===== config.mk =====
export PLATFORM = sky130hd
export DESIGN_NAME = cursor_pixel_to_rgba_flat
export DESIGN_NICKNAME = d
export VERILOG_FILES = /design/src/cpr_pkg.sv /design/src/cpr_ifs.sv /design/src/cpr_palette.sv /design/src/cpr_pos.sv /design/src/cpr_conv.sv /design/src/cursor_pixel_to_rgba.sv /design/src/flat_wrapper.sv
export SDC_FILE = /design/constraint.sdc
export NUM_CORES = 1
export LEC_CHECK = 0
export BUFFER_PORTS_ARGS = -buffer_cell sky130_fd_sc_hd__buf_4
export CORE_MARGIN = 4
export CORE_UTILIZATION = 66
export DETAILED_ROUTE_END_ITERATION = 12
export GPL_TIMING_DRIVEN = 1
export PLACE_DENSITY_LB_ADDON = 0.12
export SYNTH_ARGS = -nofsm -noshare
export SYNTH_HDL_FRONTEND = slang
export SYNTH_SLANG_ARGS = --single-unit
export TNS_END_PERCENT = 30

===== constraint.sdc =====
create_clock -name clk_i -period 7.3 [get_ports clk_i]
set_clock_uncertainty 0.05 [all_clocks]
set_input_delay 0.365 -clock clk_i [delete_from_list [all_inputs] [get_ports clk_i]]
set_output_delay 0.365 -clock clk_i [all_outputs]
set_load 0.05 [all_outputs]

===== src/cpr_pkg.sv =====
// shared types and constants of the cursor pixel converter
package cpr_pkg;

  localparam int unsigned MAX_WIDTH       = 1024;
  localparam int unsigned PALETTE_ENTRIES = 16;

  localparam int unsigned PixW     = 32;
  localparam int unsigned SlotW    = $clog2(PALETTE_ENTRIES);
  localparam int unsigned CurWidthW = 11;
  localparam int unsigned FmtW     = 2;
  localparam int unsigned CfgIdxW  = 1;
  localparam int unsigned CfgDataW = CurWidthW;

  localparam logic [PixW-1:0] CheckerOdd  = 32'hc0303030;
  localparam logic [PixW-1:0] CheckerEven = 32'h30505050;
  localparam logic [PixW-1:0] White32     = 32'h00ffffff;
  localparam logic [15:0]     White16     = 16'h7fff;
  localparam logic [PixW-1:0] AlphaOpaque = 32'hff000000;

  typedef enum logic [FmtW-1:0] {
    FMT_ALPHA   = 2'd0,
    FMT_COLOR32 = 2'd1,
    FMT_COLOR16 = 2'd2,
    FMT_COLOR4  = 2'd3
  } pix_fmt_e;

  typedef enum logic {
    KIND_PIXEL     = 1'b0,
    KIND_PAL_WRITE = 1'b1
  } item_kind_e;

  typedef enum logic [CfgIdxW-1:0] {
    CFG_PIXEL_FORMAT = 1'b0,
    CFG_CURSOR_WIDTH = 1'b1
  } cfg_reg_e;

  // position tracker control from the datapath
  typedef struct packed {
    logic advance;
    logic first;
    logic last;
  } pos_ctrl_t;

endpackage


===== src/cpr_ifs.sv =====
// stream interfaces for cursor pixels in and rgba pixels out
interface cpr_pix_if;
  import cpr_pkg::*;

  logic                 valid;
  logic                 ready;
  item_kind_e           kind;
  logic [PixW-1:0]      pixel_value;
  logic                 mask_bit;
  logic [SlotW-1:0]     palette_slot;
  logic                 first_pixel;
  logic                 last_pixel;

  modport source (
    output valid, kind, pixel_value, mask_bit, palette_slot, first_pixel, last_pixel,
    input  ready
  );
  modport sink (
    input  valid, kind, pixel_value, mask_bit, palette_slot, first_pixel, last_pixel,
    output ready
  );
endinterface

interface cpr_rgba_if;
  import cpr_pkg::*;

  logic            valid;
  logic            ready;
  logic [PixW-1:0] rgba;
  logic            end_of_cursor;

  modport source (output valid, rgba, end_of_cursor, input ready);
  modport sink   (input valid, rgba, end_of_cursor, output ready);
endinterface


===== src/cpr_palette.sv =====
// 16-entry palette register file, one write port and one combinational read
module cpr_palette (
  input  logic                     clk_i,
  input  logic                     we_i,
  input  logic [cpr_pkg::SlotW-1:0] waddr_i,
  input  logic [cpr_pkg::PixW-1:0]  wdata_i,
  input  logic [cpr_pkg::SlotW-1:0] raddr_i,
  output logic [cpr_pkg::PixW-1:0]  rdata_o
);
  import cpr_pkg::*;

  logic [PixW-1:0] pal_q [PALETTE_ENTRIES];

  always_ff @(posedge clk_i) begin
    if (we_i) begin
      pal_q[waddr_i] <= wdata_i;
    end
  end

  assign rdata_o = pal_q[raddr_i];

endmodule


===== src/cpr_pos.sv =====
// column counter and row parity, gives the checkerboard phase of the current pixel
module cpr_pos #(
  parameter int unsigned MaxWidth = cpr_pkg::MAX_WIDTH
) (
  input  logic                         clk_i,
  input  logic                         rst_ni,
  input  logic [cpr_pkg::CurWidthW-1:0] cursor_width_i,
  input  cpr_pkg::pos_ctrl_t            ctrl_i,
  output logic                         checker_odd_o
);
  import cpr_pkg::*;

  localparam int unsigned ColW = $clog2(MaxWidth);
  localparam int unsigned EffW = $clog2(MaxWidth + 1);
  localparam int unsigned CmpW = (EffW > CurWidthW) ? EffW : CurWidthW;

  logic [ColW-1:0] col_q, col_d;
  logic            par_q, par_d;
  logic [CmpW-1:0] cw_ext, eff_width, col_inc;
  logic [ColW-1:0] col_start, col_cur;
  logic            par_start, wrap;

  always_comb begin
    cw_ext = CmpW'(cursor_width_i);
    if (cw_ext == '0) begin
      eff_width = CmpW'(1);
    end else if (cw_ext > CmpW'(MaxWidth)) begin
      eff_width = CmpW'(MaxWidth);
    end else begin
      eff_width = cw_ext;
    end

    col_start = ctrl_i.first ? '0 : col_q;
    par_start = ctrl_i.first ? 1'b0 : par_q;
    // width may have shrunk since the column was stored
    col_cur   = (CmpW'(col_start) >= eff_width) ? '0 : col_start;
    col_inc   = CmpW'(col_cur) + CmpW'(1);
    wrap      = col_inc >= eff_width;

    col_d = col_q;
    par_d = par_q;
    if (ctrl_i.advance) begin
      if (ctrl_i.last) begin
        col_d = '0;
        par_d = 1'b0;
      end else if (wrap) begin
        col_d = '0;
        par_d = ~par_start;
      end else begin
        col_d = col_inc[ColW-1:0];
        par_d = par_start;
      end
    end
  end

  assign checker_odd_o = col_cur[0] ^ par_start;

  always_ff @(posedge clk_i or negedge rst_ni) begin
    if (!rst_ni) begin
      col_q <= '0;
      par_q <= 1'b0;
    end else begin
      col_q <= col_d;
      par_q <= par_d;
    end
  end

endmodule


===== src/cpr_conv.sv =====
// per-pixel color conversion, mask handling and red/blue swap
module cpr_conv (
  input  cpr_pkg::pix_fmt_e         fmt_i,
  input  logic [cpr_pkg::PixW-1:0]  pixel_value_i,
  input  logic [cpr_pkg::PixW-1:0]  pal_word_i,
  input  logic                      mask_bit_i,
  input  logic                      checker_odd_i,
  output logic [cpr_pkg::PixW-1:0]  rgba_o
);
  import cpr_pkg::*;

  logic [PixW-1:0] checker_word, color, result;
  logic [15:0]     p16;
  logic            white;

  always_comb begin
    checker_word = checker_odd_i ? CheckerOdd : CheckerEven;
    p16     = pixel_value_i[15:0];
    color   = pixel_value_i;
    white   = 1'b0;
    case (fmt_i)
      FMT_COLOR32: begin
        color = pixel_value_i;
        white = pixel_value_i == White32;
      end
      FMT_COLOR16: begin
        // rgb555 to 8 bits per channel, low bits left zero
        color = {8'h00, p16[14:10], 3'b000, p16[9:5], 3'b000, p16[4:0], 3'b000};
        white = p16 == White16;
      end
      FMT_COLOR4: begin
        color = pal_word_i;
        white = pal_word_i == White32;
      end
      default: begin
        color = pixel_value_i;
        white = 1'b0;
      end
    endcase

    if (fmt_i == FMT_ALPHA) begin
      result = pixel_value_i;
    end else if (mask_bit_i && white) begin
      result = checker_word;
    end else begin
      result = mask_bit_i ? color : (color | AlphaOpaque);
    end

    rgba_o = {result[31:24], result[7:0], result[15:8], result[23:16]};
  end

endmodule


===== src/cursor_pixel_to_rgba.sv =====
// Cursor pixel to RGBA converter. Takes one item per clock while the result
// side keeps up: a pixel item (kind 0) gives one rgba result, a palette
// write (kind 1) gives none and loads one of the 16 palette words. A pixel
// item passes an input register and then a result register before its
// result is offered; a palette write leaves from the input register. The
// only stall comes from a full result register that is not being taken.
// Position restarts on first_pixel and after last_pixel. Configuration
// writes belong between cursors, with no item in flight; a color4 lookup
// of a palette word never written returns an undefined color.
module cursor_pixel_to_rgba #(
  parameter int unsigned MaxWidth = cpr_pkg::MAX_WIDTH
) (
  input  logic                         clk_i,
  input  logic                         rst_ni,
  input  logic                         cfg_we_i,
  input  logic [cpr_pkg::CfgIdxW-1:0]  cfg_idx_i,
  input  logic [cpr_pkg::CfgDataW-1:0] cfg_wdata_i,
  cpr_pix_if.sink                      px_i,
  cpr_rgba_if.source                   rgba_o
);
  import cpr_pkg::*;

  pix_fmt_e             fmt_q;
  logic [CurWidthW-1:0] cw_q;

  logic                 s1_valid_q;
  item_kind_e           s1_kind_q;
  logic [PixW-1:0]      s1_pv_q;
  logic                 s1_mask_q;
  logic [SlotW-1:0]     s1_slot_q;
  logic                 s1_first_q;
  logic                 s1_last_q;

  logic                 out_valid_q;
  logic [PixW-1:0]      out_rgba_q;
  logic                 out_eoc_q;

  logic                 out_free, s1_fire, s1_is_pix, in_fire;
  logic [PixW-1:0]      pal_word, conv_rgba;
  logic                 checker_odd;
  pos_ctrl_t            pos_ctrl;

  // configuration registers
  always_ff @(posedge clk_i or negedge rst_ni) begin
    if (!rst_ni) begin
      fmt_q <= FMT_ALPHA;
      cw_q  <= CurWidthW'(1);
    end else if (cfg_we_i) begin
      case (cfg_reg_e'(cfg_idx_i))
        CFG_PIXEL_FORMAT: fmt_q <= pix_fmt_e'(cfg_wdata_i[FmtW-1:0]);
        CFG_CURSOR_WIDTH: cw_q  <= cfg_wdata_i[CurWidthW-1:0];
        default: ;
      endcase
    end
  end

  assign out_free   = !out_valid_q || rgba_o.ready;
  assign s1_is_pix  = s1_kind_q == KIND_PIXEL;
  // palette writes retire without needing the result register
  assign s1_fire    = s1_valid_q && (!s1_is_pix || out_free);
  assign px_i.ready = !s1_valid_q || s1_fire;
  assign in_fire    = px_i.valid && px_i.ready;

  // input register
  always_ff @(posedge clk_i or negedge rst_ni) begin
    if (!rst_ni) begin
      s1_valid_q <= 1'b0;
    end else if (px_i.ready) begin
      s1_valid_q <= px_i.valid;
    end
  end

  always_ff @(posedge clk_i) begin
    if (in_fire) begin
      s1_kind_q  <= px_i.kind;
      s1_pv_q    <= px_i.pixel_value;
      s1_mask_q  <= px_i.mask_bit;
      s1_slot_q  <= px_i.palette_slot;
      s1_first_q <= px_i.first_pixel;
      s1_last_q  <= px_i.last_pixel;
    end
  end

  cpr_palette u_palette (
    .clk_i   (clk_i),
    .we_i    (s1_fire && !s1_is_pix),
    .waddr_i (s1_slot_q),
    .wdata_i (s1_pv_q),
    .raddr_i (s1_pv_q[SlotW-1:0]),
    .rdata_o (pal_word)
  );

  assign pos_ctrl.advance = s1_fire && s1_is_pix;
  assign pos_ctrl.first   = s1_first_q;
  assign pos_ctrl.last    = s1_last_q;

  cpr_pos #(
    .MaxWidth (MaxWidth)
  ) u_pos (
    .clk_i          (clk_i),
    .rst_ni         (rst_ni),
    .cursor_width_i (cw_q),
    .ctrl_i         (pos_ctrl),
    .checker_odd_o  (checker_odd)
  );

  cpr_conv u_conv (
    .fmt_i         (fmt_q),
    .pixel_value_i (s1_pv_q),
    .pal_word_i    (pal_word),
    .mask_bit_i    (s1_mask_q),
    .checker_odd_i (checker_odd),
    .rgba_o        (conv_rgba)
  );

  // result register
  always_ff @(posedge clk_i or negedge rst_ni) begin
    if (!rst_ni) begin
      out_valid_q <= 1'b0;
    end else if (out_free) begin
      out_valid_q <= s1_fire && s1_is_pix;
    end
  end

  always_ff @(posedge clk_i) begin
    if (s1_fire && s1_is_pix) begin
      out_rgba_q <= conv_rgba;
      out_eoc_q  <= s1_last_q;
    end
  end

  assign rgba_o.valid         = out_valid_q;
  assign rgba_o.rgba          = out_rgba_q;
  assign rgba_o.end_of_cursor = out_eoc_q;

endmodule


===== src/flat_wrapper.sv =====
// flat-port wrapper written by rule: the top's interface ports become plain ports
module cursor_pixel_to_rgba_flat import cpr_pkg::*;
#(
  parameter int unsigned MaxWidth = cpr_pkg::MAX_WIDTH
)
  (clk_i, rst_ni, cfg_we_i, cfg_idx_i, cfg_wdata_i, px_i_valid, px_i_kind, px_i_pixel_value, px_i_mask_bit, px_i_palette_slot, px_i_first_pixel, px_i_last_pixel, px_i_ready, rgba_o_valid, rgba_o_rgba, rgba_o_end_of_cursor, rgba_o_ready);
  cpr_pix_if px_i_i ();
  cpr_rgba_if rgba_o_i ();
  input  logic clk_i;
  input  logic rst_ni;
  input  logic cfg_we_i;
  input  logic [cpr_pkg::CfgIdxW-1:0] cfg_idx_i;
  input  logic [cpr_pkg::CfgDataW-1:0] cfg_wdata_i;
  input wire logic [$bits(px_i_i.valid)-1:0] px_i_valid;
  input wire logic [$bits(px_i_i.kind)-1:0] px_i_kind;
  input wire logic [$bits(px_i_i.pixel_value)-1:0] px_i_pixel_value;
  input wire logic [$bits(px_i_i.mask_bit)-1:0] px_i_mask_bit;
  input wire logic [$bits(px_i_i.palette_slot)-1:0] px_i_palette_slot;
  input wire logic [$bits(px_i_i.first_pixel)-1:0] px_i_first_pixel;
  input wire logic [$bits(px_i_i.last_pixel)-1:0] px_i_last_pixel;
  output wire logic [$bits(px_i_i.ready)-1:0] px_i_ready;
  output wire logic [$bits(rgba_o_i.valid)-1:0] rgba_o_valid;
  output wire logic [$bits(rgba_o_i.rgba)-1:0] rgba_o_rgba;
  output wire logic [$bits(rgba_o_i.end_of_cursor)-1:0] rgba_o_end_of_cursor;
  input wire logic [$bits(rgba_o_i.ready)-1:0] rgba_o_ready;
  assign px_i_i.valid = px_i_valid;
  assign px_i_i.kind = px_i_kind;
  assign px_i_i.pixel_value = px_i_pixel_value;
  assign px_i_i.mask_bit = px_i_mask_bit;
  assign px_i_i.palette_slot = px_i_palette_slot;
  assign px_i_i.first_pixel = px_i_first_pixel;
  assign px_i_i.last_pixel = px_i_last_pixel;
  assign px_i_ready = px_i_i.ready;
  assign rgba_o_valid = rgba_o_i.valid;
  assign rgba_o_rgba = rgba_o_i.rgba;
  assign rgba_o_end_of_cursor = rgba_o_i.end_of_cursor;
  assign rgba_o_i.ready = rgba_o_ready;
  cursor_pixel_to_rgba #(.MaxWidth(MaxWidth)) u_core (.clk_i(clk_i), .rst_ni(rst_ni), .cfg_we_i(cfg_we_i), .cfg_idx_i(cfg_idx_i), .cfg_wdata_i(cfg_wdata_i), .px_i(px_i_i), .rgba_o(rgba_o_i));
endmodule

## After elaboration in Yosys (flattened, before gate mapping)

Memory sizes are Yosys's and may differ from the RTL's. A register that Yosys moved wholly into a read port is not among the register bits.
Cells that the tools add are included.
Widths: inputs -> output; s select.

- Word-level logic and storage cells: 61
- Register bits after elaboration: 99
- Bits in writable memories: 512
- Output and inout bits: 35
- Input bits: 57
- Memories kept: 1

Memories:

| name | depth | width | read ports | clocked after memory_dff | write ports | line | text |
|---|---|---|---|---|---|---|---|
| u_core.u_palette.pal_q | 16 | 32 | 1 | 1 | 1 | cpr_palette.sv:12 | `logic [PixW-1:0] pal_q [PALETTE_ENTRIES];` |

- Reduce and logical (&&, ||, !) cells: 14
- $add $sub $neg: 1
- Magnitude comparators: 3
- Eq/ne operators: 6
- Bitwise gates (word level): 4
- Multiplexer cells: 18

Operators by type and width:

| cell | count |
|---|---|
| $mux 32 | 4 |
| $eq 32x24->1 const B | 2 |
| $pmux 32 s2 | 1 |
| $mux 10 | 4 |
| $mux 11 | 2 |
| $eq 16x15->1 const B | 1 |
| $add 10x1->11 const B | 1 |
| $ge 10x11->1 | 1 |
| $ge 11x11->1 | 1 |
| $gt 11x11->1 const B | 1 |
| $logic_not 11->1 | 1 |
| $logic_and 1x1->1 | 5 |
| $mux 1 | 5 |
| $eq 2x2->1 const B | 2 |
| $mux 4 | 1 |
| $reduce_and 2->1 | 2 |
| $logic_or 1x1->1 | 3 |
| $not 1->1 | 3 |
| $pmux 1 s3 | 1 |
| $eq 2x1->1 const B | 1 |
| $logic_not 1->1 | 2 |
| $logic_not 2->1 | 1 |
| $xor 1x1->1 | 1 |

## Longest topological paths before layout

Gate-level depths: netlist of run 1.

- Depth after elaboration: 9
- Gate-level depth with buffers: 25
- Depth with buffers taken out: 25

## Cells and area by module

A second synthesis of run 1 with hierarchy kept.

- Cell total of the unflattened synthesis: 1268
- Area total of the unflattened synthesis: 24599.8 um2

Modules (own cells, without submodules):

| module | cells an instance | instances | area each (um2) | sequential area each (um2) |
|---|---|---|---|---|
| cpr_palette | 806 | 1 | 19213.4 | 15374.7 |
| cursor_pixel_to_rgba | 114 | 1 | 2797.7 | 2568.7 |
| cpr_pos | 160 | 1 | 1403.8 | 275.3 |
| cpr_conv | 188 | 1 | 1184.9 | 0.0 |

## Worst setup path before layout of run 1

Ideal clock, no wire load.

- Path type: reg2reg
- Start: register u_core.cw_q[7]
- End: register u_core.u_pos.col_q[3]
- Arrival: 4.675 ns
- Cell stages (with the launch flop): 25
- Path slack: 2.478 ns
- Data required time: 7.153 ns
- Clock period less this slack: 4.822 ns
- Path through: dfrtp_1 -> nor4_1 -> a31oi_1 -> nor2_1 -> ha_1 -> nand2b_1 -> a21o_1 -> a21o_1 -> a21oi_1 -> o31ai_1 -> a21oi_1 -> o21bai_1 -> a21oi_1 -> and2_1 -> ha_1 -> ha_1 -> a21o_1 -> a21o_1 -> a21o_1 -> a21o_1 -> a21oi_1 -> o211ai_1 -> a21oi_1 -> nand2_1 -> o31ai_1

- Word-level cells in the longest chain between the ends: 9
- Elaborated cells on any way between the ends: 10

RTL lines:

| element | line | text |
|---|---|---|
| from (decl) | cursor_pixel_to_rgba.sv:24 | `logic [CurWidthW-1:0] cw_q;` |
| from (signal assigned) | cursor_pixel_to_rgba.sv:47 | `cw_q <= CurWidthW'(1);` |
| from (signal assigned) | cursor_pixel_to_rgba.sv:51 | `CFG_CURSOR_WIDTH: cw_q <= cfg_wdata_i[CurWidthW-1:0];` |
| $gt 11x11->1 | cpr_pos.sv:27 | `end else if (cw_ext > CmpW'(MaxWidth)) begin` |
| $mux 11 | cpr_pos.sv:27 |  |
| $mux 11 (*) | cpr_pos.sv:25 | `if (cw_ext == '0) begin` |
| $ge 10x11->1 | cpr_pos.sv:36 | `col_cur = (CmpW'(col_start) >= eff_width) ? '0 : col_start;` |
| $mux 10 | cpr_pos.sv:36 |  |
| $add 10x1->11 | cpr_pos.sv:37 | `col_inc = CmpW'(col_cur) + CmpW'(1);` |
| $ge 11x11->1 | cpr_pos.sv:38 | `wrap = col_inc >= eff_width;` |
| $mux 10 (*) | cpr_pos.sv:46 | `end else if (wrap) begin` |
| $mux 10 (*) | cpr_pos.sv:43 | `if (ctrl_i.last) begin` |
| to (signal assigned) | cpr_pos.sv:63 | `col_q <= col_d;` |
| to (decl) | cpr_pos.sv:17 | `logic [ColW-1:0] col_q, col_d;` |

Every way passes the cells marked *; elsewhere a longest branch is shown, timed or not.
A chain may end at the register's enable or synchronous reset.

## Worst setup path after layout of run 1

- Start: register u_core.cw_q[7]
- End: register u_core.u_pos.col_q[8]

The elaborated chain is that of the path after synthesis.

==> results by group, run 1 <==
Synth
  – Number of synthesized register bits: 615
  – Post-synth top flop: edfxtp_1
  – Post-Syn Area per Cell: 18.7 µm²
  – Synth async-reset ratio: 4.23%
  – Leading area contributor after synthesis: edfxtp_1
  – Synth Instances: approximately 1.3k
  – Top post-synthesis cells by area: edfxtp_1 (71%), mux4_2 (9.9%), dfrtp_1 (2.5%), mux2i_1 (2.0%), nand2_1 (1.3%)
  – Number of synthesized flops with an enable pin: 585
  – Post-synthesis cell area: 0.0248 mm²
  – Unique masters post-synth: 65
  – Post-synthesis sequential area ratio: 73.9%
  – Syn_nets: roughly 1.4k
  – YS warnings: 0
  – Share of the synthesized area in the top cell type: 71.0%

Die
  – DIE AREA: 0.0407 mm²
  – Die Ht: slightly above 200 µm
  – Initial core utilization: 67.3%
  – Row count: 70
  – Core Box Area: around 0.037 mm²
  – Die Wd: 202 µm
  – Io pins: 92

Status
  – Status: complete, no violations

Worst hold path
  – Hold Crit Depth: 3
  – HP Class: in -> reg

CTS
  – CTS clock-pin slew for the worst setup and hold paths: ~0.06 ns
  – Cts bufs inserted: 58
  – Setup Buffers After CTS: 0
  – Latest clock arrival within the worst-skew pair: 0.62 ns
  – Clk root buf: clkbuf_16
  – CTS tree: done
  – CTS Sinks: 615
  – CTS H-tree lvls: 2
  – Clock Tree Buf Depth: 3

Global route
  – First-pass GRT wire length: ~90,000 µm
  – Tot GR Track Use: 30.1%
  – Vias in the first global route: roughly 14k
  – Largest net degree at the start of global routing: 56
  – Grt ovf: 0
  – Initial antenna violation count: 1

Critical path
  – CP arrival: 6.31 ns
  – FF-to-FF path depth: 25
  – CP Class: reg -> reg
  – Worst-path fanout max: 7
  – Startpoint Class: register
  – Crit end category: register
  – Required @ worst endpoint: 7.75 ns

Run
  – Max Cap Viol: 0

Route
  – TritonRoute pass-1 iters: 6
  – Antenna-violating nets left: 0
  – DR WL/cell: 30.0 µm
  – Via count: about 14k
  – Post-route DRC: 0
  – Vias per cell: approximately 6.8
  – Initial drt markers: 2,069
  – Final wirelength: slightly above 60,000 µm

Final layout
  – Diode count: 0
  – Net count, final: 1,581
  – Area grow syn2layout: 14.9%
  – Non-filler cells, final: 2,018
  – Fraction of layout instances using a drive strength above 1: a little under a quarter
  – Filler Cell Count: between 1.5k and 2k

STA
  – Final slew viol count: 0
  – Max Clock Freq: 171 MHz
  – Unrepaired setup endpoints after global routing: false
  – Period utilization: approximately 80%
  – Sum of negative setup slack: 0 ns
  – Setup violations, final: 0
  – Worst-Margin Slew: 1.14 ns
  – Relative slew margins: 23.8%
  – Fin. Hold Viols: 0
  – Final critical-path required period: 5.87 ns

Pwr
  – Max VDD drop: 224 µV
  – PwrDens: 273 mW/mm²
  – Static leakage: ~9.6 nW

Placed design
  – # port buffers: 91
  – Placed Cells incl. Taps: 1,856
  – GPL Wtd Cong: roughly 0.89
  – DP HPWL: 33,200 µm
==> cells in the mapped netlist (4+ instances only) <==
library cell  instances
edfxtp_1            585
o31ai_1               9
mux4_2              109
o22ai_1               4
and3_1                6
a221oi_1             18
mux2_2               15
xor2_1                5
ha_1                 22
nor2_1               54
nand2b_1             11
mux2i_1              50
a21o_1               13
o21ai_0              18
a21oi_1              34
inv_1                15
buf_2                14
dfrtp_1              25
a31oi_1               4
dfxtp_1               4
xnor2_1               6
nand4_1              10
a211oi_1             20
clkbuf_1             28
nand2_1              83
and2_1                7
nor3_1               17
nand3_1              14
nor4_1                4
a22oi_1              18
a22o_1               11
buf_6                 8
nor2b_1              16
nand4b_1              4
o211ai_1              4
==> kinds of logic (layout without fill, tap and decap cells) <==
kind of cell / after synthesis / count (layout) / synth area share [%]
DFF: 615 / 615 / 73.9
and+or+nand+nor: 242 / 242 / 4.72
muxes: 177 / 177 / 12.9
AOI/OAI and AO/OA: 175 / 175 / 5.04
buffers and inverters: 79 / 308 / 1.90
adders and majority gates: 22 / 22 / 1.11
xor gates and xnor gates: 11 / 11 / 0.389
==> power breakdown <==
group / switching, mW / internal, mW / total, mW
combinational: 0.439 / 0.308 / 0.747
sequential: 0.104 / 3.96 / 4.06
clock: 1.27 / 1.69 / 2.95
total: 1.81 / 5.95 / 7.76
==> per-stage QoR <==
stage | hold slack [ns] | power (mW) | setup slack, ns | instance area [µm²] | util (%)
floorplan | 0.0194 | 4.59 | 2.48 | 24800 | -
global placement | 0.245 | 4.82 | 1.79 | 26000 | 70.8
detailed placement | 0.246 | 4.84 | 1.51 | 26000 | 70.8
CTS | 0.0107 | 7.78 | 1.50 | 28500 | 77.4
global route | 0.0524 | 8.01 | 1.03 | 28500 | 77.4
finish | 0.0309 | 7.76 | 1.43 | 28500 | 77.4
==> repair_timing <==
item | in CTS | in global routing
hold endpoints to repair | 85 | 0
gates resized for setup | 0 | 0
hold buffers | 54 | 0
==> critical path, cell delays in order, from the launching register on <==
cell and delay, ns:
dfrtp_1 0.39, nor4_1 0.36, a31oi_1 0.14, nor2_1 0.17, ha_1 0.26, nand2b_1 0.14
a21o_1 0.17, a21o_1 0.18, a21oi_1 0.15, o31ai_1 0.08, a21oi_1 0.23, o21bai_1 0.12
a21oi_1 0.44, and2_1 0.26, ha_1 0.25, and3_1 0.27, nand2_1 0.08, xor2_1 0.17
nor2_1 0.07, ha_1 0.21, a21o_1 0.17, a21oi_1 0.18, o211ai_1 0.14, a21oi_1 0.44
nand2_1 0.28, o31ai_1 0.35
==> area by class of cell <==
| class | instances | area [µm²] | area share, % |
|---|---|---|---|
| multi-input cells | 627 | 6100 | 21.4 |
| well taps | 468 | 586 | 2.06 |
| clock buffers | 69 | 1550 | 5.46 |
| repair buffers | 184 | 1530 | 5.37 |
| inverters | 16 | 60.1 | 0.211 |
| clock inverters | 39 | 317 | 1.11 |
| flip-flops and latches | 615 | 18300 | 64.3 |
==> routing by layer <==
metal,track usage [%],part of all wire (%)
met1,43.1,37
met2,46.8,48
met3,8.32,13
met4,8.89,2.8
met5,0,0.018
==> placed cells by master, fill, tap and decap left out, types with 14 or more instances in the layout <==
| master | n |
|---|---|
| nor2_1 | 42 |
| a211oi_1 | 20 |
| o21ai_0 | 18 |
| nor2b_1 | 16 |
| mux2i_1 | 50 |
| mux4_2 | 109 |
| edfxtp_1 | 585 |
| clkbuf_16 | 59 |
| mux2_2 | 15 |
| a221oi_1 | 18 |
| ha_1 | 22 |
| nand2_1 | 83 |
| a21oi_1 | 34 |
| buf_4 | 129 |
| dlygate4sd3_1 | 54 |
| nand3_1 | 14 |
| clkinv_1 | 20 |
| a22oi_1 | 18 |
| dfrtp_1 | 25 |
==> path summary, 6_finish.rpt <==
check	from	end	slack (ns)
min in group asynchronous	rst_ni	u_core.cw_q[5]	0.16
max in group asynchronous	rst_ni	u_core.cw_q[0]	6.74
hold reg to reg	u_core.cw_q[5]	u_core.cw_q[5]	0.49
hold / removal	cfg_idx_i	u_core.fmt_q[0]	0.03
setup / recovery	u_core.cw_q[7]	u_core.u_pos.col_q[8]	1.43
setup reg to reg	u_core.cw_q[7]	u_core.u_pos.col_q[8]	1.43
==> registers in the layout (all words and copies together) (netlist names), named ones only <==
signal                       cells
u_core.s1_last_q                 1
u_core.fmt_q                     2
u_core.u_pos.col_q              10
u_core.u_pos.par_q               1
u_core.u_palette.pal_q         512
u_core.s1_valid_q                1
u_core.s1_kind_q                 1
u_core.s1_mask_q                 1
u_core.rgba_o.valid              1
u_core.cw_q                     11
u_core.s1_slot_q                 4
u_core.rgba_o.end_of_cursor      1
u_core.s1_first_q                1
u_core.rgba_o.rgba              32
u_core.s1_pv_q                  32
No activity file was read; power rests on OpenSTA's default activity.
==> run 2, diff against run 1 <==
Settings changed: CORE_UTILIZATION 66 to 56.
Clock period 7.3 ns to 4.9 ns, I/O delays scaled along.
==> results by group, run 2 (same netlist as run 1, synthesis figures left out) <==
Status
  – Status: complete, no violations

Global route
  – Grt ovf: 0
  – Tot GR Track Use: between 20% and 30%
  – Initial antenna violation count: 0
  – Largest net degree at the start of global routing: 45
  – First-pass GRT wire length: 92,400 µm
  – Vias in the first global route: 13.9k

STA
  – Period utilization: around 97%
  – Setup violations, final: 0
  – Unrepaired setup endpoints after global routing: true
  – Max Clock Freq: around 210 MHz
  – Final slew viol count: 0
  – Fin. Hold Viols: 0
  – Relative slew margins: 22.2%
  – Final critical-path required period: ~4.7 ns
  – Worst-Margin Slew: 1.16 ns

Final layout
  – Area grow syn2layout: 18.2%
  – Fraction of layout instances using a drive strength above 1: between 20% and 30%
  – Diode count: 0
  – Most flop-heavy register: u_core.u_palette.pal_q
  – Filler Cell Count: ~2.9k
  – Most frequent cells in the layout: edfxtp_1 (585), buf_4 (176), mux4_2 (109)
  – Net count, final: 1,636
  – Most common cell after layout, fill and taps aside: edfxtp_1
  – Max reg flops: 512
  – Non-filler cells, final: 2,192
  – Final core utilization: 67.5%

Route
  – Via count: approximately 14k
  – Vias per cell: ~6.2
  – DR WL/cell: 28.6 µm
  – Final wirelength: 62,700 µm
  – Post-route DRC: 0
  – Initial drt markers: 1,551
  – TritonRoute pass-1 iters: 7
  – Antenna-violating nets left: 0

Die
  – Io pins: 92
  – Row count: 76
  – Die Wd: 218 µm
  – Die Ht: 218 µm
  – Core Box Area: between 0.04 and 0.05 mm²
  – Initial core utilization: ~57%
  – DIE AREA: 0.0476 mm²

CTS
  – Clock Tree Buf Depth: 3
  – Latest clock arrival within the worst-skew pair: 0.64 ns
  – Cts bufs inserted: 60
  – CTS clock-pin slew for the worst setup and hold paths: 0.06 ns
  – CTS H-tree lvls: 2
  – CTS Sinks: 615
  – Clk root buf: clkbuf_16
  – CTS tree: done

Critical path
  – CP arrival: 5.20 ns
  – Startpoint Class: register
  – Crit end category: register
  – CP Class: reg -> reg
  – Required @ worst endpoint: 5.36 ns
  – Worst-path fanout max: 4

Pwr
  – PwrDens: 405 mW/mm²
  – Static leakage: 9.98 nW
  – Max VDD drop: 382 µV

Placed design
  – DP HPWL: 36,900 µm
  – # port buffers: roughly 90
  – GPL Wtd Cong: 0.851
  – Placed Cells incl. Taps: 2,006

Run
  – Max Cap Viol: 0

Worst hold path
  – HP Class: in -> async
[run 2: cell types whose count changed in the layout (fill, tap and decap cells not counted), moves of 5 or more]
cell and delta:
buf_4 +47, clkbuf_1 +10, clkinv_1 -7, a21oi_1 -5, a21oi_2 +5, clkinvlp_4 -5
[run 2: where the power goes]
| group | switching (mW) | leakage [nW] | internal, mW | total [mW] |
|---|---|---|---|---|
| Clock | 1.95 | 0.957 | 2.64 | 4.58 |
| Combinational | 0.703 | 3.35 | 0.532 | 1.23 |
| Sequential | 0.140 | 5.67 | 5.89 | 6.03 |
[run 2: critical path: stages, from the launching register on]
cell      delay (ns)
dfrtp_1         0.39
nor4_2          0.29
a31oi_1         0.13
nor2_1          0.14
ha_1            0.26
nand2b_4        0.14
a21o_1          0.17
a21o_1          0.16
a21oi_2         0.13
o31ai_1         0.07
a21oi_1         0.21
o21bai_1        0.12
a21oi_2         0.21
and2_4          0.18
ha_4            0.14
and3_4          0.20
buf_4           0.11
xnor2_1         0.12
nor2_1          0.07
ha_1            0.27
a21o_1          0.12
a21oi_2         0.05
o211ai_1        0.24
buf_4           0.16
nand2_2         0.05
xnor2_1         0.12
a221o_1         0.31
[run 2: worst paths after layout]
path	start	end	slack, ns	depth (start not counted)
min in group clk_i	cfg_we_i	u_core.fmt_q[0]	0.11	3
min	rst_ni	u_core.cw_q[3]	0.04	2
max	u_core.cw_q[7]	u_core.u_pos.par_q	0.16	26
max in group asynchronous	rst_ni	u_core.cw_q[0]	4.46	2
max reg2reg	u_core.cw_q[7]	u_core.u_pos.par_q	0.16	26
min reg2reg	u_core.u_pos.col_q[1]	u_core.u_pos.col_q[1]	0.50	2
[run 2: layout make-up]
| class | count | area (µm²) | share of cell area, % |
|---|---|---|---|
| tap | 585 | 732 | 2.50 |
| inverter | 16 | 60.1 | 0.205 |
| multi-input combinational | 627 | 6250 | 21.3 |
| clock buffer | 80 | 1620 | 5.52 |
| sequential | 615 | 18300 | 62.6 |
| timing repair buffer | 237 | 1960 | 6.71 |
| clock inverter | 32 | 339 | 1.16 |
[run 2: timing repair]
item | 4_1_cts | 5_1_grt
hold endpoints to repair | 85 | 0
cloned | 0 | 0
endpoints found under the setup margin | 11 | 11
buffers inserted | 14 | 3
hold buffers | 57 | 0
pin swaps | 12 | 25
gates resized for setup | 8 | 21
[run 2: per-layer routing]
layer / GRT usage (%) / share of wire [%]
met4: 7.23 / 2.5
met2: 42.2 / 48
met3: 5.37 / 9.1
met1: 39.1 / 41
met5: 0 / 0
[run 2: per-stage QoR]
stage | instance area [µm²] | power [mW] | hold slack, ns | setup WS (ns) | setup TNS (ns)
2_1_floorplan | 24800 | 6.84 | -0.101 | 0.0776 | 0
3_3_place_gp | 26500 | 7.26 | 0.125 | -0.172 | -1.25
3_5_place_dp | 26500 | 7.28 | 0.127 | -0.285 | -2.27
4_1_cts | 29100 | 11.9 | 0.00344 | 0.00217 | 0
5_1_grt | 29300 | 12.2 | 0.0890 | -0.128 | -0.880
6_report | 29300 | 11.8 | 0.0393 | 0.161 | 0
